<file path="src/rtl/core/ugnq_queue.sv">
// ----------------------------------------------------------------------------
// ugnq_queue
// Small register FIFO between the front and the back.
// ----------------------------------------------------------------------------
module ugnq_queue #(
  parameter int unsigned WIDTH = 8,
  parameter int unsigned DEPTH = 2,
  localparam int unsigned PW   = (DEPTH > 1) ? $clog2(DEPTH) : 1,
  localparam int unsigned NW   = $clog2(DEPTH + 1)
) (
  input  logic             clk_i,
  input  logic             rst_ni,
  input  logic             wr_valid_i,
  output logic             wr_ready_o,
  input  logic [WIDTH-1:0] wr_data_i,
  output logic             rd_valid_o,
  input  logic             rd_ready_i,
  output logic [WIDTH-1:0] rd_data_o
);

  logic [WIDTH-1:0] slot_q [DEPTH];
  logic [PW-1:0]    wptr_q, rptr_q;
  logic [NW-1:0]    fill_q;
  logic             push, pop;

  assign wr_ready_o = (fill_q != NW'(DEPTH));
  assign rd_valid_o = (fill_q != '0);
  assign rd_data_o  = slot_q[rptr_q];
  assign push       = wr_valid_i && wr_ready_o;
  assign pop        = rd_valid_o && rd_ready_i;

  always_ff @(posedge clk_i) begin
    if (push) begin
      slot_q[wptr_q] <= wr_data_i;
    end
  end

  always_ff @(posedge clk_i or negedge rst_ni) begin
    if (!rst_ni) begin
      wptr_q <= '0;
      rptr_q <= '0;
      fill_q <= '0;
    end else begin
      if (push) begin
        wptr_q <= (wptr_q == PW'(DEPTH - 1)) ? '0 : wptr_q + PW'(1);
      end
      if (pop) begin
        rptr_q <= (rptr_q == PW'(DEPTH - 1)) ? '0 : rptr_q + PW'(1);
      end
      if (push && !pop) begin
        fill_q <= fill_q + NW'(1);
      end else if (pop && !push) begin
        fill_q <= fill_q - NW'(1);
      end
    end
  end

endmodule

</file>
<file path="config.mk">
export PLATFORM = sky130hd
export DESIGN_NAME = ugnq_queue
export DESIGN_NICKNAME = d
export VERILOG_FILES = /design/src/rtl/core/ugnq_queue.sv
export SDC_FILE = /design/constraint.sdc
export NUM_CORES = 1
export LEC_CHECK = 0
export ABC_AREA = 1
export ABC_CLOCK_PERIOD_IN_PS = 1800
export BUFFER_PORTS_ARGS = -buffer_cell sky130_fd_sc_hd__buf_2
export CORE_MARGIN = 10
export CORE_UTILIZATION = 45
export DETAILED_ROUTE_END_ITERATION = 8
export PLACE_DENSITY = 0.7
export SLEW_MARGIN = 20
export SYNTH_ARGS = -nofsm -noshare
export SYNTH_HDL_FRONTEND = slang
export SYNTH_SLANG_ARGS = --single-unit
</file>
<file path="constraint.sdc">
create_clock -name clk_i -period 1.8 [get_ports clk_i]
set_input_delay 0 -clock clk_i [delete_from_list [all_inputs] [get_ports clk_i]]
set_output_delay 0 -clock clk_i [all_outputs]
set_load 0.02 [all_outputs]
</file>
# ---- Word level (Yosys, flattened, before mapping)
# Memory sizes are Yosys's and may differ from the RTL's.
# Index checks and enable logic that the tools add are counted.
# Widths: inputs -> output; s select.
dict set report classes {
  n_addsub 4
  eq_ne 1
  n_mux 6
  n_reduce_logical 8
}
# operator count
set op_table {}
lappend op_table {{$logic_and 1x1->1} 4}
lappend op_table {{$mux 1} 4}
lappend op_table {{$mux 2} 2}
lappend op_table {{$reduce_bool 2->1} 2}
lappend op_table {{$add 1x1->1 const B} 2}
lappend op_table {{$add 2x1->2 const B} 1}
lappend op_table {{$logic_not 1->1} 2}
lappend op_table {{$ne 2x2->1 const B} 1}
lappend op_table {{$sub 2x1->2 const B} 1}
dict set report word_totals {
  register_bits 4
  mem_bits_rw 16
  in_bits 12
  output_inout_bits 10
  elab_cells 23
  memories 1
}
# memory depth width read_ports rd_ports_with_merged_regs write_ports line_no
set memory_table {}
lappend memory_table {slot_q 2 8 1 0 1 21} ;# logic [WIDTH-1:0] slot_q [DEPTH];

# ---- Depth between registers and ports, before layout
dict set report logic_depth {
  depth_word 6
  ltp_mapped 10
  ltp_nobuf 10
}

# ---- Least setup slack after synthesis
# OpenSTA, ideal clock, no wires.
dict set report synth_timing {
  path_kind {register to register}
  from {register fill_q[0]}
  to {memory slot_q[0][0], enable pin}
  setup_time_ps 370
  arrival_ps 982
  t_required_ps 1430
  slack_ps 448
  path_stages_with_launch 5
  path_buffers 0
  period_less_slack_ps 1352
  cell_sequence {dfrtp_1 -> inv_2 -> nand2_4 -> nand2_4 -> nor2_1}
}
dict set report synth_between {
  elab_chain_cells 4
}
# element line_no
set synth_lines {}
lappend synth_lines {{start, declared} 23} ;# logic [NW-1:0] fill_q;
lappend synth_lines {{start signal, assigned} 51} ;# fill_q <= fill_q + NW'(1);
lappend synth_lines {{start signal, assigned} 53} ;# fill_q <= fill_q - NW'(1);
lappend synth_lines {{$ne 2x2->1} 26} ;# assign wr_ready_o = (fill_q != NW'(DEPTH));
lappend synth_lines {{via wr_ready_o} 14} ;# output logic wr_ready_o,
lappend synth_lines {{$logic_and 1x1->1} 29} ;# assign push = wr_valid_i && wr_ready_o;
lappend synth_lines {{$mux 1} 33} ;# if (push) begin
lappend synth_lines {{$mux 1 (not written as such)} 34} ;# slot_q[wptr_q] <= wr_data_i;
lappend synth_lines {{end, declared} 21}
# The timed path passes the listed nets, and every way through them passes these cells.

# ---- Worst setup path in the final report
dict set report layout_timing {
  from {register fill_q[0]}
  to {register fill_q[1]}
}
dict set report layout_between {
  elab_chain_cells 5
  word_cells_on_any_way 13
  classes_between {add/sub: 2; eq/ne: 1; mux: 2; reduce/logical: 8}
}
# element
set layout_lines {}
lappend layout_lines {{branches (longest 5 deep; another with $sub 2x1->2)}}
# Several ways; the timed one is not identified. The select of a mux whose other input is x is not followed.
# A chain may end at the register's enable or synchronous reset.

==> results.py <==
metrics = {
    "floorplan": {
        "die_area_um2": 3953,
        "chipHeight_um": 62.87,
        "starting_density_of_the_core_pct": 47.90,
        "design.core.area_um2": 1727,
        "placement_rows": 15,
        "ioPinCount": 22,
        "dieWidth_um": 62.87,
    },
    "pwr": {
        "combinationalPowerShare_pct": 43.8,
        "clockPowerShare_pct": 12.3,
        "net-switching-power_mw": 0.6829,
        "seqPwrFrac_pct": 44.0,
        "power-per-cell-area_nw_per_um2": 1507,
        "cellInternalPower_mw": 0.9801,
        "irDropWorstVdd_mv": 0.9055,
        "total_power_mw": 1.663,
        "swShare_pct": 41.06,
        "power.static_leakage_nw": 0.5143,
    },
    "outcome": {
        "outcome": "complete, no violations",
    },
    "cells_and_area": {
        "final_cells": 132,
        "multiInputGateArea_um2": 209.0,
        "drive_above_1_share_pct": 31.78,
        "growth_of_design_area_from_synthesis_to_finish_pct": 33.43,
        "seq_area_um2": 580.6,
        "layout.cells.most_common": "sky130_fd_sc_hd__nand2_1",
        "final.fill_count": 143,
        "final_nets": 121,
        "count_of_inserted_antenna_diode_cells": 0,
        "commonest_cells_after_routing_fill_and_taps_aside": "sky130_fd_sc_hd__nand2_1, sky130_fd_sc_hd__buf_2, sky130_fd_sc_hd__edfxtp_1",
    },
    "global_routing": {
        "largest_net_degree_at_the_start_of_global_routing": 12,
        "globalRouteMet1Util_pct": 6.965,
        "first_global_vias": 567,
        "first_pass_grt_wire_length_mm": 2.435,
        "layer_carrying_the_most_global_route_usage": "met2",
        "met2_usage_pct": 13.83,
        "globalRoute.totalOverflow": 0,
        "global_route.usage.total_pct": 7.852,
        "gr-usage-met3_pct": 3.584,
        "antenna_found_initial": 0,
    },
    "critical_path": {
        "endpoint_kind": "register",
        "cp_peak_stage_delay_ns": 0.42,
        "critical_path.top_delay_family": "flip-flops",
        "critical_path_arrival_ns": 1.57,
        "cp_cell_sequence": "inv_2 > nand2_4 > nand2_4 > inv_1 > ha_1 > inv_1 > nand3_1 > nand2_1 > nand2_1",
        "worstSetupPathType": "reg2reg",
        "critical_path.max_fanout": 4,
        "required_ns": 1.99,
        "worstSetupStartpointType": "register",
        "critical_path.slowest_cell": "sky130_fd_sc_hd__dfrtp_1",
        "cp.buffers_inverters": 3,
    },
    "route": {
        "drc": 0,
        "via_per_inst": 4.417,
        "drtIter0Drc": 20,
        "detailroute.via_count": 583,
        "ant_nets": 0,
        "detail_route.wl_per_cell_um": 12.17,
        "number_of_search_and_repair_iterations_in_the_first_detailed_routing_pass": 4,
        "detail_route.wirelength_mm": 1.607,
    },
    "sta": {
        "finalCritPeriodShare_pct": 76.30,
        "period_needed_ns": 1.373,
        "tightest_slew_ns": 0.3725,
        "worst_skew_ns": 0.0009132,
        "setup_viol_count_final": 0,
        "clock.fmax_mhz": 728.1,
        "setup_tns_ns": 0,
        "slew_violations": 0,
        "rsz0062_at_grt": "no",
        "slew-limit-headroom_pct": 75.16,
        "report.final.hold_viol_count": 0,
    },
    "placed_design": {
        "globalplace.congestion": 0.7862,
        "placed_cells": 117,
        "place_hpwl_mm": 1.093,
        "io_buffers": 21,
    },
    "clock_tree": {
        "cts.reportedPaths.clkPinSlew_ns": 0.10,
        "clk_root_buffer_cell": "sky130_fd_sc_hd__clkbuf_4",
        "worst_skew_pair.late_latency_ns": 0.29,
        "tritoncts": "done",
        "cts_made_buffers": 3,
        "clock_tree.buffer_depth": 2,
        "count_of_clock_tree_sinks": 20,
        "htreeDepth": 1,
    },
    "synth": {
        "synthesis.instances": 70,
        "ys_types": 14,
        "ys_top_cells_by_area": "sky130_fd_sc_hd__edfxtp_1, sky130_fd_sc_hd__nand2_1, sky130_fd_sc_hd__dfrtp_1, sky130_fd_sc_hd__nand2_4, sky130_fd_sc_hd__xor2_2",
        "yosys_register_bits": 20,
        "synth_seq_area_share_pct": 70.20,
        "synth-warning-count": 0,
        "yosys.area.top_type": "sky130_fd_sc_hd__edfxtp_1",
        "synth_fp_nets": 83,
        "synth.avg_cell_area_um2": 11.81,
        "synth_area_um2": 827.0,
        "synth_top_area_share_pct": 58.09,
    },
    "worst_hold_path": {
        "hold_class": "in2async",
    },
    "run": {
        "max_cap_violations": 0,
    },
}
## synth_stat cells (all sizes together)
cell type	number
nand3	2
xnor2	1
edfxtp	16
xor2	1
dfrtp	4
nand2	34
buf	1
inv	7
ha	1
nor2	2
nand4	1
## logic make-up (layout without fill, tap and decap cells)
| kind of cell | after synthesis | in the layout | share of synthesized area [%] |
|---|---|---|---|
| buffers and inverters | 8 | 45 | 4.538 |
| adders and majority gates | 1 | 1 | 1.513 |
| xor gates and xnor gates | 2 | 2 | 3.026 |
| and+or+nand+nor | 39 | 39 | 20.73 |
| DFF | 20 | 20 | 70.20 |
## per-stage QoR
stage,util [%],setup slack (ns),cell area [um^2],hold slack [ns]
after floorplan,-,0.4480,827.0,-0.2956
after global placement,56.01,0.4939,967.2,-0.1873
after detailed placement,56.01,0.4350,967.2,-0.1884
after CTS,63.91,0.4226,1104,0.02143
after global routing,63.91,0.3610,1104,0.03709
final,63.91,0.4266,1104,0.05044
## timing repair
item	4_1_cts	5_1_grt
hold endpoints to repair	22	0
hold buffers	11	0
buffers inserted	0	0
gates resized for setup	0	0
## worst paths after layout
path                       cells past startpoint  slack, ns    startpoint      endpoint
max in group asynchronous                      2       1.63        rst_ni     fill_q[1]
hold reg to reg                                1       0.53     fill_q[0]     fill_q[0]
setup reg to reg                               9       0.43     fill_q[0]     fill_q[1]
min in group clk_i                             2       0.43  wr_data_i[6]  slot_q[0][6]
setup / recovery                               9       0.43     fill_q[0]     fill_q[1]
hold / removal                                 2       0.05        rst_ni        wptr_q
## metal layers
layer  vias to the layer above  wire length (um)
met5                         -                 0
met4                         0                35
met3                         4               104
met2                        14               858
met1                       266               609
li1                        299                 -
## sequential cells by signal, summed over array words and instances (netlist names)
name	flops
fill_q	2
rptr_q	1
slot_q	16
wptr_q	1
## final cells by class
cell class,instances,share of cell area (%)
Inverter,7,2.381
Clock buffer,3,2.041
Multi-Input combinational cell,42,18.93
Sequential cell,20,52.61
Timing Repair Buffer,34,20.86
Clock inverter,1,0.3401
Tap cell,25,2.834
## power groups by stage
stage / registers, mW / clock network, mW / logic (mW)
3_3_place_gp: 0.737 / 0 / 0.697
2_1_floorplan: 0.702 / 0 / 0.535
3_5_place_dp: 0.740 / 0 / 0.720
6_report: 0.731 / 0.204 / 0.728
5_1_grt: 0.745 / 0.233 / 0.797
4_1_cts: 0.730 / 0.210 / 0.740
Power figures use the tool's default switching activity.
