==> src/rtl/core/ugnq_pkg.sv <==
// ----------------------------------------------------------------------------
// ugnq_pkg
// Shared constants, command and status codes for the neighbour query grid.
// ----------------------------------------------------------------------------
package ugnq_pkg;

  localparam int unsigned GRID_DIM_DEF = 16;
  localparam int unsigned CELL_CAP_DEF = 2;
  localparam int unsigned ID_WIDTH_DEF = 16;
  localparam int unsigned QUEUE_DEPTH  = 2;

  localparam int unsigned POS_W  = 32;
  localparam int unsigned CS_W   = 31;
  localparam int unsigned PID_W  = 16;
  localparam int unsigned CMD_W  = 2;
  localparam int unsigned STAT_W = 2;
  localparam int unsigned CNT_W  = 2;

  localparam logic [CS_W-1:0] CELL_SIZE_RST = 31'd65536;

  typedef enum logic [CMD_W-1:0] {
    CMD_CLEAR  = 2'd0,
    CMD_INSERT = 2'd1,
    CMD_QUERY  = 2'd2
  } cmd_e;

  typedef enum logic [STAT_W-1:0] {
    STAT_OK       = 2'd0,
    STAT_FULL     = 2'd1,
    STAT_OFF_GRID = 2'd2
  } status_e;

endpackage

==> src/rtl/core/ugnq_front.sv <==
// ----------------------------------------------------------------------------
// ugnq_front
// Accept commands, divide the three coordinates of an insert or query by the
// cell size and queue.
module ugnq_front import ugnq_pkg::*; #(
  parameter int unsigned GRID_DIM = GRID_DIM_DEF,
  parameter int unsigned ID_WIDTH = ID_WIDTH_DEF,
  localparam int unsigned CW      = $clog2(GRID_DIM + 2) + 1,
  localparam int unsigned EW      = CMD_W + ID_WIDTH + 3 * CW
) (
  input  logic             clk_i,
  input  logic             rst_ni,
  input  logic             in_valid_i,
  output logic             in_ready_o,
  input  logic [CMD_W-1:0] command_i,
  input  logic [PID_W-1:0] particle_id_i,
  input  logic [POS_W-1:0] pos_x_i,
  input  logic [POS_W-1:0] pos_y_i,
  input  logic [POS_W-1:0] pos_z_i,
  input  logic [CS_W-1:0]  cell_size_i,
  input  logic             init_done_i,
  output logic             q_valid_o,
  input  logic             q_ready_i,
  output logic [EW-1:0]    q_data_o
);

  localparam int unsigned HALF   = GRID_DIM / 2;
  localparam int unsigned FAR_LO = HALF + 2;
  localparam int unsigned FAR_HI = GRID_DIM - HALF + 1;
  localparam int unsigned SW     = $clog2(POS_W);

  typedef enum logic [1:0] {F_IDLE, F_DIV, F_PUSH} fstate_e;

  fstate_e              state_q;
  logic [SW-1:0]        step_q;
  logic                 accept, load;
  logic [CMD_W-1:0]     cmd_q;
  logic [ID_WIDTH-1:0]  id_q;
  logic [ID_WIDTH+15:0] id_ext;
  logic [CS_W-1:0]      div_q;
  logic [POS_W-1:0]     pos_in [3];
  logic                 neg_q  [3];
  logic [CS_W-1:0]      rem_q  [3];
  logic [POS_W-1:0]     dq_q   [3];
  logic [CS_W-1:0]      rem_d  [3];
  logic [POS_W-1:0]     dq_d   [3];
  logic signed [CW-1:0] coord  [3];

  assign pos_in[0] = pos_x_i;
  assign pos_in[1] = pos_y_i;
  assign pos_in[2] = pos_z_i;
  assign id_ext    = {{ID_WIDTH{1'b0}}, particle_id_i};

  assign in_ready_o = (state_q == F_IDLE) && init_done_i;
  assign accept     = in_valid_i && in_ready_o;
  assign load       = accept && ((command_i == CMD_INSERT) || (command_i == CMD_QUERY));

  // One restoring division step per lane and cycle.
  always_comb begin
    logic [POS_W-1:0] rsh;
    logic [POS_W-1:0] dv;
    logic [POS_W-1:0] diff;
    for (int a = 0; a < 3; a++) begin
      rsh      = {rem_q[a], dq_q[a][POS_W-1]};
      dv       = {1'b0, div_q};
      diff     = rsh - dv;
      rem_d[a] = (rsh >= dv) ? diff[CS_W-1:0] : rsh[CS_W-1:0];
      dq_d[a]  = {dq_q[a][POS_W-2:0], (rsh >= dv)};
    end
  end

  // Centre the quotient; far cells are clamped just beyond any neighbour reach.
  always_comb begin
    for (int a = 0; a < 3; a++) begin
      if (neg_q[a]) begin
        coord[a] = (dq_q[a] >= POS_W'(FAR_LO)) ? -$signed(CW'(2))
                 : $signed(CW'(HALF) - dq_q[a][CW-1:0]);
      end else begin
        coord[a] = (dq_q[a] >= POS_W'(FAR_HI)) ? $signed(CW'(GRID_DIM + 1))
                 : $signed(CW'(HALF) + dq_q[a][CW-1:0]);
      end
    end
  end

  assign q_valid_o = (state_q == F_PUSH);
  assign q_data_o  = {cmd_q, id_q, coord[2], coord[1], coord[0]};

  always_ff @(posedge clk_i) begin
    if (accept) begin
      cmd_q <= command_i;
      id_q  <= id_ext[ID_WIDTH-1:0];
      div_q <= (cell_size_i == '0) ? CS_W'(1) : cell_size_i;
    end
    for (int a = 0; a < 3; a++) begin
      if (load) begin
        neg_q[a] <= pos_in[a][POS_W-1];
        rem_q[a] <= '0;
        dq_q[a]  <= pos_in[a][POS_W-1] ? (~pos_in[a] + POS_W'(1)) : pos_in[a];
      end else if (state_q == F_DIV) begin
        rem_q[a] <= rem_d[a];
        dq_q[a]  <= dq_d[a];
      end
    end
  end

  always_ff @(posedge clk_i or negedge rst_ni) begin
    if (!rst_ni) begin
      state_q <= F_IDLE;
      step_q  <= '0;
    end else begin
      case (state_q)
        F_IDLE: begin
          if (accept) begin
            step_q <= '0;
            case (cmd_e'(command_i))
              CMD_CLEAR:              state_q <= F_PUSH;
              CMD_INSERT, CMD_QUERY:  state_q <= F_DIV;
              default:                state_q <= F_IDLE;
            endcase
          end
        end
        F_DIV: begin
          step_q <= step_q + SW'(1);
          if (step_q == SW'(POS_W - 1)) begin
            state_q <= F_PUSH;
          end
        end
        F_PUSH: begin
          if (q_ready_i) begin
            state_q <= F_IDLE;
          end
        end
        default: state_q <= F_IDLE;
      endcase
    end
  end

endmodule

==> config.mk <==
export PLATFORM = sky130hd
export DESIGN_NAME = ugnq_front
export DESIGN_NICKNAME = d
export VERILOG_FILES = /design/src/rtl/core/ugnq_pkg.sv /design/src/rtl/core/ugnq_front.sv
export SDC_FILE = /design/constraint.sdc
export NUM_CORES = 1
export LEC_CHECK = 0
export ABC_AREA = 1
export BUFFER_PORTS_ARGS = -buffer_cell sky130_fd_sc_hd__buf_2
export CORE_MARGIN = 10
export CORE_UTILIZATION = 40
export CTS_BUF_LIST = sky130_fd_sc_hd__clkbuf_8
export DETAILED_ROUTE_END_ITERATION = 10
export PLACE_DENSITY = 0.64
export SETUP_SLACK_MARGIN = 0.5
export SLEW_MARGIN = 20
export SYNTH_ARGS = -nofsm -noshare
export SYNTH_HDL_FRONTEND = slang
export SYNTH_SLANG_ARGS = --single-unit
export TNS_END_PERCENT = 1
==> constraint.sdc <==
create_clock -name clk_i -period 15.6 [get_ports clk_i]
set_input_delay 0.78 -clock clk_i [delete_from_list [all_inputs] [get_ports clk_i]]
set_output_delay 0.78 -clock clk_i [all_outputs]
set_load 0.01 [all_outputs]
; ---- Word-level counts from Yosys, hierarchy flattened
; Memory sizes are Yosys's and may differ from the RTL's.
; Cells that the tools add are included.
[classes]
addsub = 13
n_lt_le_gt_ge = 9
eq_ne = 8
n_mux = 33
bitwise = 9
reduce_logical = 11
[ops]
columns = cell, count
row1 = $ge A32 B4 Y1 const B, 6
row2 = $mux W32, 6
row3 = $mux W31, 6
row4 = $add A32 B1 Y32 const B, 3
row5 = $ge A32 B31 Y1, 3
row6 = $not A32 Y32, 3
row7 = $sub A31 B31 Y31, 3
row8 = $mux W6, 9
row9 = $logic_not A31 Y1, 1
row10 = $add A4 B6 Y6 const A, 3
row11 = $sub A4 B6 Y6 const A, 3
row12 = $pmux W5 S2, 1
row13 = $mux W2, 3
row14 = $or A1 B1 Y1, 6
row15 = $pmux W2 S3, 1
row16 = $add A5 B1 Y5 const B, 1
row17 = $eq A5 B5 Y1 const B, 1
row18 = $mux W1, 5
row19 = $mux W5, 1
row20 = $eq A2 B1 Y1 const B, 2
row21 = $eq A2 B2 Y1 const B, 2
row22 = $logic_not A2 Y1, 2
row23 = $ne A2 B1 Y1 const B, 2
row24 = $pmux W2 S2, 1
row25 = other kinds (7), 9
[word_totals]
regBits = 56
ramBits = 192
in_bits = 150
output_inout_bits = 38
mem_count = 3
[mem_list]
columns = name, depth, word_bits, rd, rd_ports_with_merged_regs, wr, line
row1 = dq_q, 3, 32, 3, 0, 3, ugnq_front.sv:44  ; logic [POS_W-1:0] dq_q [3];
row2 = rem_q, 3, 31, 3, 0, 3, ugnq_front.sv:43  ; logic [CS_W-1:0] rem_q [3];
row3 = neg_q, 3, 1, 3, 0, 3, ugnq_front.sv:42  ; logic neg_q [3];

; ---- Logic depth before layout (Yosys ltp)
; Gate-level depths: netlist of run 1.
[depth]
word_depth = 7
ltp_mapped = 17
ltp_nobuf = 16

; ---- Worst setup path after synthesis of run 1
; Ideal clock, no wire load.
[synth_path]
kind = input port to flip-flop
startpoint = input port init_done_i
endpoint = memory dq_q[0][0] (enable)
setup_time_ns = 1.000
t_arrival_ns = 14.421
required_time_ns = 14.600
setup_slack_ns = 0.179
stages = 4
path_buffers = 0
cell_sequence = inv_1 > nor2_1 > nand2_1 > o21ai_0
[synth_rtl]
columns = item, line
row1 = start: declaration, ugnq_front.sv:21  ; input logic init_done_i,
row2 = end: declaration, ugnq_front.sv:44

==> results by group, run 1 <==
Setup path
  • Worst Setup End Kind: output port
  • Worst setup SP type: flop
  • Slowest CP cell: edfxtp_1
  • RR Startpoint: div_q[0]
  • CP Class: flop to output port
  • CP Max Fanout: 5
  • Reg2Reg Setup Slack: roughly 12 ns
  • Slowest stage delay, CP: roughly 0.43 ns
  • Worst-path cell chain: inv_1 > ha_1 > nand2_1 > nor2_1 > nor2_1 > nor3_1 > nand3_1 > o21ai_0 > nand2_1 > o21ai_0 > buf_2
  • Arr. time, crit path: around 2.6 ns
  • CP startpoint: dq_q[0][0]
  • Required time worst endpoint: ~15 ns

Clocking
  • Clk_lat worst skew: between 0.6 and 0.7 ns
  • CTS max path bufs: 3
  • TritonCTS Sinks: 248
  • Num CTS Buffers: 48
  • Root Driver: clkbuf_8
  • Reg clk slew, reported paths: roughly 0.060 ns
  • # H-tree levels: 2
  • Number of post-CTS setup repair buffers: 0
  • CTS tree: yes

Placed design
  • # port buffers: about 190
  • Placed instance count: 4029
  • DPL Wire Length: 49310 um
  • Cell Area, Placed: approximately 0.023 mm^2
  • Placer Congestion: 1.002

Timing
  • Peak Freq: around 0.3 GHz
  • Setup_tns: 0 ns
  • RSZ-0062 raised after global routing: false
  • Relative slew margins: between 30% and 40%
  • Minimum clock period after layout: roughly 3.4 ns
  • Slew @ Worst Pin: between 0.9 and 1 ns
  • Max-slew violations: 0
  • Final setup fails: 0
  • Final hold vios: 0
  • Fin crit share: between 20% and 30%
  • Clock Skew: roughly 0.038 ns
  • Worst hold slack: ~0.33 ns

Synthesis
  • Mapped cell area: between 0.02 and 0.025 mm^2
  • Mapped Nets: 3509
  • Number of flops mapped to enable cells by yosys: 241
  • Yosys top cell area share: 33.75%
  • Largest family of logic cells by synthesized area: simple AND/OR/NAND/NOR gates
  • Largest area contributor in the netlist: edfxtp_1
  • Most common cell in the netlist: nand2_1
  • Post-Synth Simple-Gate Area: roughly 36%
  • Largest cells by area after synthesis: edfxtp_1 34%, nand2_1 19%, inv_1 9.2%, nor2_1 7.9%, ha_1 6.8%
  • Mean Syn Cell Area: around 6.6 um^2
  • Sequential cell area fraction in the yosys report: between 30% and 40%
  • Cells after synthesis: approximately 3200
  • Adder-cell area share of the yosys netlist: roughly 7.1%
  • Cell variety after synth: 47
  • Async SR Flop Fraction: under 10%
  • Ys flop type: edfxtp_1
  • Synth warn: 0
  • Compound-gate portion of the synthesized area: 6.437%
  • Mux contribution to synthesized area: 0%
  • Flops & latches, synth: 248
  • Synth Area in XOR/XNOR: slightly above 4%
  • Commonest cells in the netlist: 1082 x nand2_1, 524 x inv_1, 452 x nor2_1, 241 x edfxtp_1, 192 x nand3_1

GRT
  • Grt met3 use: between 3 and 4%
  • Met1 Use GR: ~25%
  • Met2 track utilization from global routing: 32.58%
  • Total track usage: about 20%
  • GR peak layer: met2
  • Global-route wire length before repair: 100400 um
  • Total grt overflow: 0
  • Vias in the first global route: 19420
  • Initial antenna violation count: 9
  • Largest net degree at the start of global routing: 162

Floorplan
  • Die height: 251.5 um
  • Core area: around 0.053 mm^2
  • Total die area: approximately 0.063 mm^2
  • Initial Util: ~40%
  • Die Width: about 250 um
  • FP Rows: between 80 and 90
  • Ports: approximately 190

Hold path
  • Worst Hold Class: input pin to flop
  • Hold_sp: particle_id_i[0]

Final layout
  • Cell area after layout: about 0.024 mm^2
  • Fillers: 5595
  • Nets: roughly 3700
  • Area grow syn2layout: 11.02%
  • Share of cells above drive strength 1: about 9%
  • Post-Layout Cell Count: 4121

Pwr
  • Pwr per Cell Area: about 180 mW/mm^2
  • Worst vdd ir: roughly 0.24 mV
  • Lkg Pwr: about 12 nW

Drt
  • WL final: ~64000 um
  • Drt drc: 0
  • Routed length per placed instance: around 16 um
  • Via count: ~20000
  • Vias/cell: roughly 4.9
  • Antenna-violating nets left: 0
  • Iteration-0 DRC Markers: approximately 1500
  • TritonRoute pass-1 iters: 5

Run status
  • Result of the run: finished, final reports clean

Job
  • Max cap viols: 0
[registers in the layout, indices dropped and copies added (netlist names)]
name	count
step_q	5
dq_q	96
cmd_q	2
neg_q	3
state_q	2
div_q	31
id_q	16
rem_q	93
[critical path, delay by kind of cell (launching register included)]
kind,cells,cell delay [ns]
and+or+nand+nor,6,0.77
AOI/OAI and AO/OA,2,0.25
buffers and inverters,2,0.37
DFF,1,0.43
adders and majority gates,1,0.19
[metrics by stage]
step / total power (W) / utilization (%) / setup slack, ns
after detailed placement: 0.003629 / 43.26 / 12.24
after global routing: 0.004693 / 45.03 / 11.99
final: 0.004282 / 45.03 / 12.21
after global placement: 0.003621 / 43.26 / 12.30
after CTS: 0.004296 / 45.01 / 12.14
after floorplan: 0.003104 / - / 5.283
[path summary, 6_finish.rpt]
path                               end  cells after the start
max reg2reg                rem_q[2][6]                     14
max in group asynchronous    step_q[2]                      2
min in group asynchronous   state_q[0]                      2
max                        q_data_o[3]                     11
min                            id_q[0]                      1
min reg2reg                  step_q[0]                      1
[cells by family after synthesis]
| kind of cell | count (synthesis) |
|---|---|
| compound gates | 259 |
| xor+xnor | 101 |
| fa+ha+maj | 120 |
| buf+inv | 620 |
| flops | 248 |
| simple gates | 1891 |
[repair_timing]
action / CTS / global route
hold endpoints to repair: 7 / 0
gates resized for setup: 0 / 0
hold buffers: 1 / 0
setup endpoints to repair: 0 / 0
[placed cells by master (no fill, tap or decap), types with 9 or more instances in the layout]
cell type	Yosys	final
a21oi_1	67	67
and2_1	11	11
buf_2	25	187
clkbuf_8	0	49
clkinv_2	0	9
edfxtp_1	241	241
ha_1	117	117
inv_1	524	543
nand2_1	1082	1082
nand2_2	11	11
nand3_1	192	192
nand3b_1	37	37
nand4_1	33	33
nor2_1	452	451
nor2_2	9	9
nor3_1	31	31
nor4_1	11	11
o21ai_0	138	137
o21ai_1	18	18
xnor2_1	22	22
xor2_1	79	79
[where the power goes]
group | internal (W) | switching [W]
combinational | 0.000746 | 0.00162
sequential | 0.00112 | 0.000150
clock | 0.000329 | 0.000313
[final cells by class]
cell class                 instances  area (um^2)  share of cell area (%)
timing repair buffer             195         1011                   4.247
tap                              688        860.8                   3.616
antenna                            3        7.507                 0.03154
clock inverter                    39        241.5                   1.015
multi-input combinational       2371        11610                   48.78
inverter                         528         1984                   8.337
sequential                       248         7412                   31.14
clock buffer                      49        674.4                   2.833
[routing by layer]
layer,vias up,part of all wire (%)
li1,10520,-
met3,122,6.1
met2,490,46
met5,-,0.11
met4,10,3.3
met1,9233,44
Power figures use the tool's default switching activity.
==> run 2, diff against run 1 <==
Settings changed: PLACE_DENSITY 0.64 to 0.62.
Clock period 15.6 ns to 3.3 ns, I/O delays scaled along.
==> run 2 against run 1 <==
Against the previous run: sequential share of layout area fell by 2.3 points; first-iteration DRC count rose by 0.40%; via count rose by 2.9%; sequential power rose to 4.7 times the previous value.
==> results by group, run 2 (synthesis gave the netlist of run 1 again) <==
Setup path
  • Worst Setup End Kind: flop
  • Cell mode on critical path: nand2_2
  • Slowest CP cell: edfxtp_1
  • CP Max Fanout: 23
  • Worst-path cell chain: ha_1 > fa_1 > inv_1 > nand3_1 > nand2_2 > nand2_2 > nand2_2 > nand2_2 > nand3_2 > nand2_8 > nand2_8 > buf_12 > nand2_1 > nor2_1 > nor2_1
  • CP Class: flop to flop
  • Required time worst endpoint: ~3.7 ns
  • Worst setup SP type: flop
  • Slowest stage delay, CP: 0.48 ns
  • Arr. time, crit path: just over 3 ns

Clocking
  • CTS tree: yes
  • Root Driver: clkbuf_8
  • # H-tree levels: 2
  • CTS max path bufs: 3
  • Num CTS Buffers: 48
  • TritonCTS Sinks: between 200 and 250
  • Clk_lat worst skew: 0.66 ns
  • Reg clk slew, reported paths: 0.06 ns

Placed design
  • # port buffers: roughly 190
  • Placed instance count: ~4000
  • Cell Area, Placed: around 0.023 mm^2
  • DPL Wire Length: 50140 um
  • Placer Congestion: ~0.95
  • Post-place setup slack: approximately 0.44 ns

Pwr
  • Power, Total: approximately 0.021 W
  • Worst vdd ir: between 0.5 and 0.6 mV
  • Lkg Pwr: 12.98 nW
  • Pwr per Cell Area: roughly 800 mW/mm^2

Drt
  • Routed length per placed instance: between 15 and 20 um
  • Iteration-0 DRC Markers: ~1500
  • Vias/cell: between 4 and 5
  • Via count: around 21000
  • WL final: 66350 um
  • Antenna-violating nets left: 0
  • TritonRoute pass-1 iters: 5
  • Drt drc: 0

Run status
  • Result of the run: finished, final reports clean

GRT
  • Vias in the first global route: 20030
  • Largest net degree at the start of global routing: 95
  • Initial antenna violation count: 5
  • Total grt overflow: 0
  • Global-route wire length before repair: roughly 100000 um
  • Total track usage: around a fifth

Timing
  • Final worst setup slack: a little over 0.6 ns
  • Peak Freq: approximately 0.37 GHz
  • Clock Skew: 0.04446 ns
  • RSZ-0062 raised after global routing: true
  • Slew @ Worst Pin: around 0.89 ns
  • Minimum clock period after layout: ~2.7 ns
  • Setup_tns: 0 ns
  • Final hold vios: 0
  • Final setup fails: 0
  • Fin crit share: 81.14%
  • Relative slew margins: 40.72%
  • Max-slew violations: 0

Hold path
  • Worst Hold Class: input pin to flop

Floorplan
  • Die Width: 251.5 um
  • Ports: 188
  • Core area: between 0.05 and 0.06 mm^2
  • FP Rows: 84
  • Total die area: 0.06326 mm^2
  • Die height: between 200 and 300 um
  • Initial Util: 40.56%

Final layout
  • Area grow syn2layout: 19.75%
  • Nets: about 3800
  • Post-Layout Cell Count: around 4300
  • Commonest non-fill, non-tap cell in the layout: nand2_1
  • Largest regs: dq_q x96, rem_q x93, div_q x31
  • Commonest non-fill, non-tap cells in the layout: 1078 x nand2_1, 533 x inv_1, 449 x nor2_1
  • Cell area after layout: around 0.026 mm^2
  • Top reg by flops: dq_q
  • Fillers: ~5400
  • Max FFs per register: 96
  • Share of cells above drive strength 1: about a tenth

Job
  • Max cap viols: 0
[run 2: through the flow]
stage | utilization [%] | hold slack, ns
6_report | 48.57 | 0.04024
5_1_grt | 48.56 | 0.05649
4_1_cts | 48.13 | 0.0003521
3_5_place_dp | 43.67 | 0.01348
3_3_place_gp | 43.67 | 0.01377
2_1_floorplan | - | -0.1306
[run 2: worst paths after layout]
check / from / endpoint / slack (ns) / cells after the start
min reg2reg: step_q[4] / step_q[4] / 0.52 / 2
max: div_q[0] / rem_q[0][22] / 0.62 / 15
max reg2reg: div_q[0] / rem_q[0][22] / 0.62 / 15
min: pos_x_i[3] / dq_q[0][3] / 0.04 / 4
min in group asynchronous: rst_ni / state_q[1] / 0.53 / 3
max in group asynchronous: rst_ni / step_q[2] / 2.51 / 3
[run 2: area by class of cell]
class                           instances  area, um^2  area share [%]
Clock buffer                           48       660.6           2.573
Inverter                              528        1989           7.748
Clock inverter                         39       244.0          0.9502
Timing Repair Buffer                  369        2770           10.79
Multi-Input combinational cell       2374       11730           45.67
Antenna cell                            5       12.51         0.04873
Tap cell                              688       860.8           3.353
Sequential cell                       248        7412           28.87
[run 2: critical path, delay by kind of cell, from the launching register on]
kind                     cells  cell delay, ns
adder cells (fa/ha/maj)      2            0.68
buffers and inverters        2            0.26
flip-flops                   1            0.48
AND/OR/NAND/NOR             11            1.00
[run 2: metal layers]
metal	vias to the layer above	GRT usage, %	routed length, um
li1	10860	-	-
met1	9416	26.17	29500
met2	566	34.90	31360
met3	122	2.591	3517
met4	2	7.116	1963
met5	-	0	13
[run 2: report_power, final]
part	leakage, nW	total, W	switching (W)	internal [W]
clock	0.518	0.00302	0.00149	0.00153
sequential	2.39	0.00600	0.000717	0.00528
combinational	10.1	0.0118	0.00782	0.00403
total	13.0	0.0209	0.0100	0.0108
[run 2: repair_timing]
action | in CTS | in global routing
endpoints found under the hold margin | 152 | 0
gates cloned | 0 | 3
pin swaps | 1 | 4
setup buffers | 1 | 13
hold buffers | 144 | 0
endpoints found under the setup margin | 51 | 102
resized for setup | 1 | 27
